**src/hw/rtl/gravity_force_accumulator_defines.svh**
```systemverilog
// ----------------------------------------------------------------------------
// Assertion macros for the gravity force accumulator
// Shared implication forms, clocked on clk_i and disabled during reset.
// ----------------------------------------------------------------------------
`ifndef GRAVITY_FORCE_ACCUMULATOR_DEFINES_SVH
`define GRAVITY_FORCE_ACCUMULATOR_DEFINES_SVH

// same-cycle implication
`define GFA_ASSERT_IMPL(lbl, ante, cons) \
  lbl: assert property (@(posedge clk_i) disable iff (!rst_ni) (ante) |-> (cons)) \
    else $error("gfa assertion failed");

// next-cycle implication
`define GFA_ASSERT_NEXT(lbl, ante, cons) \
  lbl: assert property (@(posedge clk_i) disable iff (!rst_ni) (ante) |=> (cons)) \
    else $error("gfa assertion failed");

`endif

```
**src/hw/rtl/gfa_div.sv**
```systemverilog
// ----------------------------------------------------------------------------
// gfa_div
// Restoring divider, 128-bit dividend by 64-bit divisor, one bit per cycle.
// ----------------------------------------------------------------------------
module gfa_div (
  input  logic         clk_i,
  input  logic         rst_ni,
  input  logic         start_i,
  input  logic [127:0] num_i,
  input  logic [63:0]  den_i,
  output logic         done_o,
  output logic [127:0] quo_o
);

  logic         busy_q, busy_d;
  logic         done_q, done_d;
  logic [6:0]   cnt_q, cnt_d;
  logic [127:0] n_q, n_d;
  logic [63:0]  rem_q, rem_d;
  logic [63:0]  den_q, den_d;
  logic [64:0]  rem_sh;
  logic         ge;

  assign rem_sh = {rem_q, n_q[127]};
  assign ge     = rem_sh >= {1'b0, den_q};

  always_comb begin
    busy_d = busy_q;
    done_d = 1'b0;
    cnt_d  = cnt_q;
    n_d    = n_q;
    rem_d  = rem_q;
    den_d  = den_q;
    if (start_i) begin
      busy_d = 1'b1;
      cnt_d  = '0;
      n_d    = num_i;
      rem_d  = '0;
      den_d  = den_i;
    end else if (busy_q) begin
      n_d   = {n_q[126:0], ge};
      rem_d = ge ? 64'(rem_sh - {1'b0, den_q}) : rem_sh[63:0];
      cnt_d = 7'(cnt_q + 7'd1);
      if (cnt_q == 7'd127) begin
        busy_d = 1'b0;
        done_d = 1'b1;
      end
    end
  end

  always_ff @(posedge clk_i or negedge rst_ni) begin
    if (!rst_ni) begin
      busy_q <= 1'b0;
      done_q <= 1'b0;
      cnt_q  <= '0;
    end else begin
      busy_q <= busy_d;
      done_q <= done_d;
      cnt_q  <= cnt_d;
    end
  end

  always_ff @(posedge clk_i) begin
    n_q   <= n_d;
    rem_q <= rem_d;
    den_q <= den_d;
  end

  assign done_o = done_q;
  assign quo_o  = n_q;

endmodule

```
**config.mk**
```make
export PLATFORM = sky130hd
export DESIGN_NAME = gfa_div
export DESIGN_NICKNAME = d
export VERILOG_FILES = /design/src/hw/rtl/gravity_force_accumulator_defines.svh /design/src/hw/rtl/gfa_div.sv
export SDC_FILE = /design/constraint.sdc
export NUM_CORES = 1
export LEC_CHECK = 0
export BUFFER_PORTS_ARGS = -buffer_cell sky130_fd_sc_hd__clkbuf_2
export CAP_MARGIN = 20
export CORE_ASPECT_RATIO = 0.6
export CORE_UTILIZATION = 55
export DETAILED_ROUTE_END_ITERATION = 10
export HOLD_SLACK_MARGIN = 0.05
export PLACE_DENSITY_LB_ADDON = 0.08
export SETUP_SLACK_MARGIN = 0.1
export SLEW_MARGIN = 20
export SYNTH_ARGS = -nofsm -noshare
export SYNTH_HDL_FRONTEND = slang
export SYNTH_SLANG_ARGS = --single-unit
export TNS_END_PERCENT = 10
```
**constraint.sdc**
```tcl
create_clock -name clk_i -period 4.09 [get_ports clk_i]
set_clock_uncertainty 0.15 [all_clocks]
set_input_delay 0.409 -clock clk_i [delete_from_list [all_inputs] [get_ports clk_i]]
set_output_delay 0.409 -clock clk_i [all_outputs]
set_load 0.1 [all_outputs]
```
==> results of run 1 <==
repair_timing:
action                     in CTS  in global routing
hold endpoints to repair      201                  0
buffers inserted                0                  0
setup endpoints to repair       0                 23
hold buffers                  193                  0
resized for setup               0                  1
cell families after synthesis:
| kind of cell | after synthesis | share of synthesized area [%] |
|---|---|---|
| fa+ha+maj | 66 | 5.61 |
| buf+inv | 169 | 4.54 |
| simple gates | 413 | 13.0 |
| compound gates | 342 | 15.3 |
| flops | 265 | 49.0 |
| xor+xnor | 41 | 2.42 |
| mux | 134 | 10.1 |
cell type report:
cell class | instances | share of cell area [%]
Clock buffer | 31 | 3.57
Clock inverter | 17 | 1.01
Inverter | 90 | 1.72
Multi-Input combinational cell | 996 | 35.2
Sequential cell | 265 | 37.1
Tap cell | 360 | 2.30
Timing Repair Buffer | 534 | 19.1
synth_stat cells (all sizes together), types with 4 or more instances:
library cell | count | share of area, %
nand3b | 4 | 0.20
inv | 90 | 2.3
clkbuf | 54 | 1.4
nor2 | 108 | 2.7
dfxtp | 64 | 8.6
nor4 | 7 | 0.30
buf | 25 | 0.89
dfrtp | 9 | 1.5
a211oi | 10 | 0.51
o22ai | 4 | 0.17
a31oi | 7 | 0.30
ha | 65 | 5.5
nand4 | 29 | 1.2
a21boi | 4 | 0.20
nand2 | 153 | 3.9
o21a | 11 | 0.56
a2111oi | 4 | 0.32
nand2b | 10 | 0.42
and3 | 9 | 0.39
mux2i | 4 | 0.27
xnor2 | 26 | 1.5
nor3 | 13 | 0.44
a21o | 30 | 1.5
or3 | 17 | 0.72
nand3 | 23 | 0.78
xor2 | 15 | 0.89
a311oi | 48 | 2.9
or2 | 9 | 0.38
and2 | 7 | 0.31
mux2 | 130 | 9.9
a21oi | 103 | 3.5
o21bai | 14 | 0.71
nor2b | 14 | 0.59
o211ai | 12 | 0.61
o31ai | 6 | 0.30
o21ai | 62 | 2.1
edfxtp | 192 | 39
per-stage QoR:
step                      cell area (sq um)  worst slack [ns]  hold slack (ns)  utilization [%]
after floorplan                       14800             0.288          -0.0366                -
after global placement                16800             0.487            0.127             63.4
after detailed placement              16800             0.311            0.127             63.4
after CTS                             19600             0.295           0.0863             74.1
after global routing                  19600            0.0393            0.129             74.1
final                                 19600             0.235            0.105             74.1
sequential cells by signal (all words and copies together), names as in the netlist:
| name | cells |
|---|---|
| busy_q | 1 |
| rem_q | 64 |
| den_q | 64 |
| done_o | 1 |
| cnt_q | 7 |
| quo_o | 128 |
routing by layer:
metal,share of wire [%],global-route usage (%),vias to the layer above
li1,-,-,6242
met5,0,0,-
met4,1.9,6.85,0
met3,8.9,6.81,70
met2,43,44.7,637
met1,46,44.8,6300
critical path, delay by kind of cell (launching register included):
family          cells  cell delay [ns]
buf+inv             1             0.08
flops               1             0.36
simple gates        3             0.79
fa+ha+maj           1             0.35
compound gates      7             2.03
placed cells by master, fill, tap and decap left out, types with 8 or more instances in the layout:
cell type / count
a21oi_1: 103
dlygate4sd3_1: 193
dfxtp_1: 64
ha_1: 65
o21a_1: 11
dfrtp_1: 8
o21bai_1: 14
nor2_1: 108
nand2_1: 152
nor2b_1: 14
nand4_1: 29
mux2_2: 130
a21o_1: 30
buf_4: 14
clkbuf_2: 322
xor2_1: 15
o211ai_1: 12
nand2b_1: 10
and3_1: 8
nor3_1: 13
inv_1: 90
clkbuf_16: 27
edfxtp_1: 192
a311oi_1: 47
nand3_1: 23
a211oi_1: 9
xnor2_1: 26
o21ai_0: 59
or3_1: 17
power groups by stage:
stage | combinational (mW) | sequential (mW) | clock [mW]
2_1_floorplan | 3.01 | 4.71 | 0
3_3_place_gp | 5.15 | 3.72 | 0
3_5_place_dp | 5.18 | 3.74 | 0
4_1_cts | 5.37 | 3.69 | 2.58
5_1_grt | 5.90 | 3.76 | 2.70
6_report | 5.49 | 3.71 | 2.56
how the worst max path moves through the flow:
stage | slack, ns | depth (start not counted) | start | end
3_5_place_dp | 0.31 | 12 | den_q[38] | rem_q[61]
4_1_cts | 0.30 | 12 | den_q[38] | rem_q[61]
6_report | 0.24 | 12 | den_q[38] | rem_q[61]
3_3_place_gp | 0.49 | 9 | den_q[62] | rem_q[24]
2_1_floorplan | 0.29 | 13 | quo_o[127] | rem_q[48]
5_1_grt | 0.04 | 12 | den_q[36] | rem_q[11]
==> summary.md, run 1 <==
| Metric | Value |
|---|---|
| R2r endpoint | `rem_q[61]` |
| Hold WC Path Type | `in2async` |
| Worst-path fanout max | `17` |
| Leak | `8.51 nW` |
| Crit path DAT | `4.16 ns` |
| Clock power frac | `21.7%` |
| Crit path kind | `reg2reg` |
| CP max-delay cell | `a2111oi_2` |
| Detailed Route WL | `43.3 mm` |
| Status | `finished clean` |
| Critical Path RT | `4.40 ns` |
| Reg power frac | `31.6%` |
| Pwr Density | `599 nW/um^2` |
| Antenna Violating Nets Remaining | `0` |
| First-pass GRT wire length | `66.9 mm` |
| Switching share of power | `43.2%` |
| Share of layout cells above drive strength 1 | `27.6%` |
| Register bit total from synthesis | `265` |
| Rows | `46` |
| I/O pin total | `324` |
| Rel. slew slack | `22.7%` |
| Placer Congestion | `0.952` |
| Final Hold Vio Count | `0` |
| Diodes inserted | `0` |
| HPWL Detailed | `28.6 mm` |
| Synth warn | `0` |
| Setup TNS Final | `0 ns` |
| Die X-Extent | `214 microns` |
| Worst vdd ir | `378 uV` |
| Syn Inst Count | `1430` |
| PnR Total Power | `11.8 mW` |
| Netlist cell types | `74` |
| Total CTS buffers | `26` |
| Post-synth ARST share | `3.40%` |
| Drc violations | `0` |
| Fin crit share | `94.2%` |
| Register area | `7280 sq um` |
| Placed cell count | `2052` |
| Global route overflow | `0` |
| Number of global-route vias before repair | `12200` |
| Final setup violation count | `0` |
| CTS H-tree depth | `1` |
| # port buffers | `323` |
| Primary FF master, synth | `edfxtp_1` |
| DR iter-0 viols | `1428` |
| Comb power frac | `46.7%` |
| Root buf cell | `clkbuf_16` |
| Slowest stage delay, CP | `0.48 ns` |
| GRT Total Usage | `30.1%` |
| Most Frequent Cell on Critical Path | `a21o_1` |
| # clock sinks | `265` |
| Initial antenna violation count | `0` |
| Final min period | `3.85 ns` |
| Largest net degree at the start of global routing | `93` |
| Nets@finish | `2174` |
| Syn avg cell area | `10.4 sq um` |
| Die height | `129 microns` |
| CTS tree | `yes` |
| Routed via count | `13200` |
| Worst slew pin tran | `1.13 ns` |
| P_int | `6.68 mW` |
| Die footprint | `27700 sq um` |
| CORE AREA | `26500 sq um` |
| Area added between synthesis and finish | `32.1%` |
| Maximum clock frequency | `259 MHz` |
| Register area share after synthesis | `49.0%` |
| FF-to-FF path depth | `12` |
| Multi-input gate area | `6910 sq um` |
| Net Count, Synth | `1691` |
| Pins over their slew limit | `0` |
| Synth Cell Area | `14800 sq um` |
| Psw | `5.07 mW` |
| RSZ-0062 raised after global routing | `true` |
| Maxcap violations | `0` |
| Reg2reg setup slack | `0.24 ns` |
| DR vias/cell | `5.78` |
| Worst R2R Start | `den_q[38]` |
| Wire length per cell | `18.9 microns` |
| Post-synth EDFFs | `192` |
| Layout Cells excl Fill | `2293` |
| Fillers | `1847` |
| Starting Density | `56.1%` |
| Clock Path Buffers | `3` |
| Reg clk slew, reported paths | `0.07 ns` |
| Router iterations before antenna repair | `5` |
| Critical path cell sequence | `inv_1, ha_1, a21o_1, a21o_1, a211oi_1, o21ai_1, a2111oi_2, or4b_4, nand2_2, and3_1, o32a_1, a311oi_1` |
| Critical path capture point type | `flip-flop` |
| CP startpoint kind | `flip-flop` |
| Worst-Skew Late Latency | `0.55 ns` |
Note: power is estimated with default switching activity, not from simulation.
==> inputs of run 2 (changes only) <==
- CORE_MARGIN: default -> 2
==> run 2 against run 1 <==
Against the previous run: hold slack worse by 0.031 ns; global-route usage up 0.47 points; sequential power about the same; sequential share of layout area up 0.10 points; first-iteration DRC count up 3.4%; utilization down 0.21 points; via count up 0.58%; final area down 0.28%; non-clock buffer count unchanged; flip-flop and latch count unchanged; worst setup slack worse by 0.016 ns; critical path depth unchanged.
==> summary.md, run 2 (synthesized netlist as in run 1, its figures left out) <==
| Metric | Value |
|---|---|
| Pwr Density | `600 nW/um^2` |
| Placer Congestion | `0.935` |
| CP startpoint kind | `flip-flop` |
| Final setup violation count | `0` |
| Setup Buffers After CTS | `0` |
| Crit path DAT | `4.16 ns` |
| Drc violations | `0` |
| PnR Total Power | `11.7 mW` |
| Hold WS | `0.0743 ns` |
| Worst-Skew Late Latency | `0.54 ns` |
| CTS tree | `yes` |
| Maximum clock frequency | `258 MHz` |
| Crit path kind | `reg2reg` |
| Area added between synthesis and finish | `31.8%` |
| Antenna Violating Nets Remaining | `0` |
| Critical Path RT | `4.38 ns` |
| DR vias/cell | `5.81` |
| Die X-Extent | `216 microns` |
| Final min period | `3.87 ns` |
| Number of global-route vias before repair | `12700` |
| Routed via count | `13300` |
| Most common cell after layout, fill and taps aside | `clkbuf_2` |
| Status | `finished clean` |
| Worst vdd ir | `543 uV` |
| Share of layout cells above drive strength 1 | `27.9%` |
| HPWL Detailed | `29.4 mm` |
| Pins over their slew limit | `0` |
| Largest register FFs | `128` |
| I/O pin total | `324` |
| Detailed Route WL | `44.8 mm` |
| Starting Density | `56.1%` |
| Leak | `8.49 nW` |
| DR iter-0 viols | `1477` |
| Maxcap violations | `0` |
| Reg clk slew, reported paths | `0.07 ns` |
| CORE AREA | `26500 sq um` |
| # clock sinks | `265` |
| Die height | `131 microns` |
| Largest net degree at the start of global routing | `98` |
| Clock Path Buffers | `3` |
| Router iterations before antenna repair | `5` |
| Die footprint | `28400 sq um` |
| Critical path capture point type | `flip-flop` |
| Setup TNS Final | `0 ns` |
| RSZ-0062 raised after global routing | `true` |
| Root buf cell | `clkbuf_16` |
| Most frequent cells in the layout | `322 x clkbuf_2, 192 x edfxtp_1, 189 x dlygate4sd3_1, 152 x nand2_1, 130 x mux2_2` |
| Fin crit share | `94.6%` |
| Wire length per cell | `19.6 microns` |
| Worst slew pin tran | `0.764 ns` |
| Worst-path fanout max | `17` |
| GRT Total Usage | `30.6%` |
| Initial antenna violation count | `1` |
| Hold WC Path Type | `in2reg` |
| CTS H-tree depth | `1` |
| Rel. slew slack | `47.8%` |
| Final setup margin | `0.220 ns` |
| # port buffers | `323` |
| Hold Crit Start | `num_i[90]` |
| Worst R2R Start | `den_q[36]` |
| Total CTS buffers | `25` |
| Fillers | `1902` |
| Rows | `46` |
| First-pass GRT wire length | `69.7 mm` |
| Critical Path Source | `den_q[36]` |
| Setup Slack @ Placement | `0.250 ns` |
| Global route overflow | `0` |
| Final Hold Vio Count | `0` |
| Nets@finish | `2173` |
-- run 2: cell types whose count changed in the layout (fill, tap and decap cells not counted), sizes merged --
cell	previous run	this run
clkinv	12	10
clkinvlp	1	2
buf	19	23
diode	0	2
dlygate4sd3	193	189
clkbuf	353	349
inv	90	92
-- run 2: routing by layer --
layer	track usage, %	wire [microns]	up-vias
met5	0	0	-
met4	5.90	917	0
met3	6.37	4320	76
met2	47.0	19800	679
met1	45.0	19800	6332
li1	-	-	6239
-- run 2: critical path, cell delays in order, from the launching register on --
cell and delay (ns):
edfxtp_1 0.34, inv_1 0.05, ha_1 0.42, nand2_1 0.18, o21ai_0 0.42, a211oi_2 0.13
o21ai_1 0.14, a2111oi_2 0.09, or4b_4 0.57, and2_4 0.27, buf_4 0.23, or3b_2 0.49
a311oi_1 0.28
-- run 2: layout make-up --
cell class	count	area, sq um	area share, %
multi-input cells	996	6920	35.4
inverters	90	338	1.73
clock buffers	27	633	3.24
diodes	2	5.00	0.0256
clock inverters	18	206	1.06
well taps	360	450	2.30
repair buffers	534	3730	19.1
flip-flops and latches	265	7280	37.2
-- run 2: per-stage QoR --
step	cells	area (sq um)	utilization [%]
3_5_place_dp	2056	16800	63.5
2_1_floorplan	1430	14800	-
6_report	2292	19600	73.9
3_3_place_gp	2056	16800	63.5
4_1_cts	2290	19500	73.8
5_1_grt	2292	19600	73.9
-- run 2: path summary, 6_finish.rpt --
path / endpoint / slack [ns] / cells after the start
worst max-delay path: rem_q[24] / 0.22 / 12
min in group asynchronous: done_o / 0.13 / 2
worst min-delay path: quo_o[90] / 0.07 / 2
worst min register to register: rem_q[46] / 0.35 / 2
worst max register to register: rem_q[24] / 0.22 / 12
max in group asynchronous: busy_q / 3.44 / 2
-- run 2: timing repair --
action                                  4_1_cts  5_1_grt
hold buffers                                189        0
endpoints found under the hold margin       197        0
resized for setup                             0        4
endpoints found under the setup margin        0       43
-- run 2: report_power, final --
part           leakage [nW]  total, mW  internal [mW]  switching, mW
Clock                 0.409       2.46           1.38           1.08
Sequential             2.62       3.71           3.37          0.336
Combinational          5.46       5.56           1.85           3.71
==> inputs of run 3 (changes only) <==
- CORE_ASPECT_RATIO: 0.6 -> default
==> run 3 against run 2 <==
Against the previous run: flip-flop and latch count unchanged; die area down 0.16%; wire length increased by 0.81%; via count down 1.2%; final cell count decreased by 0.65%; worst setup slack better by 0.17 ns; critical path type unchanged; critical endpoint is now rem_q[48]; largest power group unchanged; highest routed layer unchanged.
==> summary.md, run 3 (synthesized netlist as in run 1, its figures left out) <==
| Metric | Value |
|---|---|
| Status | `finished clean` |
| # port buffers | `323` |
| CTS H-tree depth | `1` |
| Most common cell after layout, fill and taps aside | `clkbuf_2` |
| HPWL Detailed | `28.8 mm` |
| Reg clk slew, reported paths | `0.06 ns` |
| Detailed Route WL | `45.2 mm` |
| Worst vdd ir | `434 uV` |
| First-pass GRT wire length | `69.9 mm` |
| Setup Slack @ Placement | `0.190 ns` |
| DR iter-0 viols | `1075` |
| Drc violations | `0` |
| Total CTS buffers | `29` |
| Rel. slew slack | `47.2%` |
| Worst slew pin tran | `0.792 ns` |
| Rows | `60` |
| Placer Congestion | `0.899` |
| Leak | `8.52 nW` |
| RSZ-0062 raised after global routing | `false` |
| Largest register FFs | `128` |
| Wire length per cell | `19.8 microns` |
| Critical path capture point type | `flip-flop` |
| Share of layout cells above drive strength 1 | `27.4%` |
| CP startpoint kind | `flip-flop` |
| Critical Path RT | `4.42 ns` |
| Die height | `168 microns` |
| Most frequent cells in the layout | `322 x clkbuf_2, 193 x dlygate4sd3_1, 192 x edfxtp_1, 152 x nand2_1, 130 x mux2_2` |
| Area added between synthesis and finish | `32.1%` |
| Final setup violation count | `0` |
| Worst-Skew Late Latency | `0.58 ns` |
| Antenna Violating Nets Remaining | `0` |
| Nets@finish | `2173` |
| Maximum clock frequency | `270 MHz` |
| Final setup margin | `0.391 ns` |
| CORE AREA | `26700 sq um` |
| Root buf cell | `clkbuf_16` |
| Maxcap violations | `0` |
| Fillers | `1860` |
| Final min period | `3.70 ns` |
| Router iterations before antenna repair | `5` |
| Pins over their slew limit | `0` |
| DR vias/cell | `5.78` |
| Crit path kind | `reg2reg` |
| Final Hold Vio Count | `0` |
| # clock sinks | `265` |
| Pwr Density | `602 nW/um^2` |
| Fin crit share | `90.5%` |
| Largest net degree at the start of global routing | `132` |
| Setup TNS Final | `0 ns` |
| Die footprint | `28300 sq um` |
| Number of global-route vias before repair | `13200` |
| I/O pin total | `324` |
| Crit path DAT | `4.03 ns` |
| Fin util | `73.4%` |
| Global route overflow | `0` |
| Clock Path Buffers | `3` |
| Multi-input gate area | `6910 sq um` |
| CTS tree | `yes` |
| Initial antenna violation count | `0` |
| Hold WC Path Type | `in2async` |
| GRT Total Usage | `30.8%` |
| Routed via count | `13200` |
| Worst-path fanout max | `6` |
| Starting Density | `55.5%` |
| Die X-Extent | `168 microns` |
| Register area | `7280 sq um` |
| Setup Buffers After CTS | `0` |
## run 3: changes by cell type in the layout (fill, tap and decap cells not counted), moves of 2 or more
cell / before / now
buf_4: 18 / 11
clkbuf_1: 2 / 8
clkbuf_8: 0 / 5
clkbuf_16: 25 / 29
dlygate4sd3_1: 189 / 193
a211oi_1: 8 / 10
a211oi_2: 2 / 0
buf_12: 4 / 2
clkinv_4: 2 / 0
inv_6: 2 / 0
## run 3: path summary, 6_finish.rpt
path / depth (start not counted) / endpoint / from / slack (ns)
max: 13 / rem_q[48] / quo_o[127] / 0.39
min: 2 / cnt_q[5] / rst_ni / 0.08
max reg2reg: 13 / rem_q[48] / quo_o[127] / 0.39
min reg2reg: 2 / rem_q[10] / rem_q[9] / 0.34
max in group asynchronous: 2 / busy_q / rst_ni / 3.48
min in group clk_i: 2 / cnt_q[3] / start_i / 0.14
## run 3: layer usage
| metal | track usage [%] | part of all wire [%] | routed length (microns) | vias up |
|---|---|---|---|---|
| met5 | 0 | 0 | 0 | - |
| met4 | 16.4 | 5.9 | 2680 | 0 |
| met1 | 37.6 | 39 | 17800 | 6203 |
| li1 | - | - | - | 6236 |
| met2 | 52.0 | 48 | 21800 | 575 |
| met3 | 5.90 | 6.5 | 2950 | 151 |
## run 3: report_power, final
group / leakage (nW) / switching [mW] / internal, mW
sequential: 2.62 / 0.342 / 3.38
clock: 0.475 / 1.12 / 1.59
combinational: 5.42 / 3.58 / 1.80
total: 8.52 / 5.04 / 6.76
## run 3: repair_timing
action | CTS | global route
gates resized for setup | 0 | 2
hold endpoints to repair | 201 | 0
setup endpoints to repair | 0 | 54
hold buffers | 193 | 0
## run 3: worst max-delay path, cell delays in order, from the launching register on
cell,delay (ns)
edfxtp_1,0.36
inv_1,0.06
ha_1,0.23
fa_1,0.40
nor2b_1,0.22
o31a_1,0.24
o31a_1,0.20
o211ai_1,0.14
a211oi_1,0.45
o21ai_1,0.26
a21oi_1,0.27
nor3_1,0.07
or3_1,0.31
a311oi_1,0.27
## run 3: through the flow
step | hold WS [ns] | total power [mW] | cells | instance area (sq um)
floorplan | -0.0366 | 7.73 | 1430 | 14800
global placement | 0.128 | 8.79 | 2028 | 16700
detailed placement | 0.130 | 8.83 | 2028 | 16700
CTS | 0.0834 | 11.7 | 2275 | 19600
global route | 0.107 | 12.4 | 2276 | 19600
finish | 0.0781 | 11.8 | 2277 | 19600
## run 3: layout make-up
class,count,area share (%)
antenna,1,0.0128
clock buffer,42,4.20
clock inverter,12,0.759
inverter,90,1.72
multi-input combinational,997,35.2
sequential,265,37.1
tap,341,2.18
timing repair buffer,529,18.8
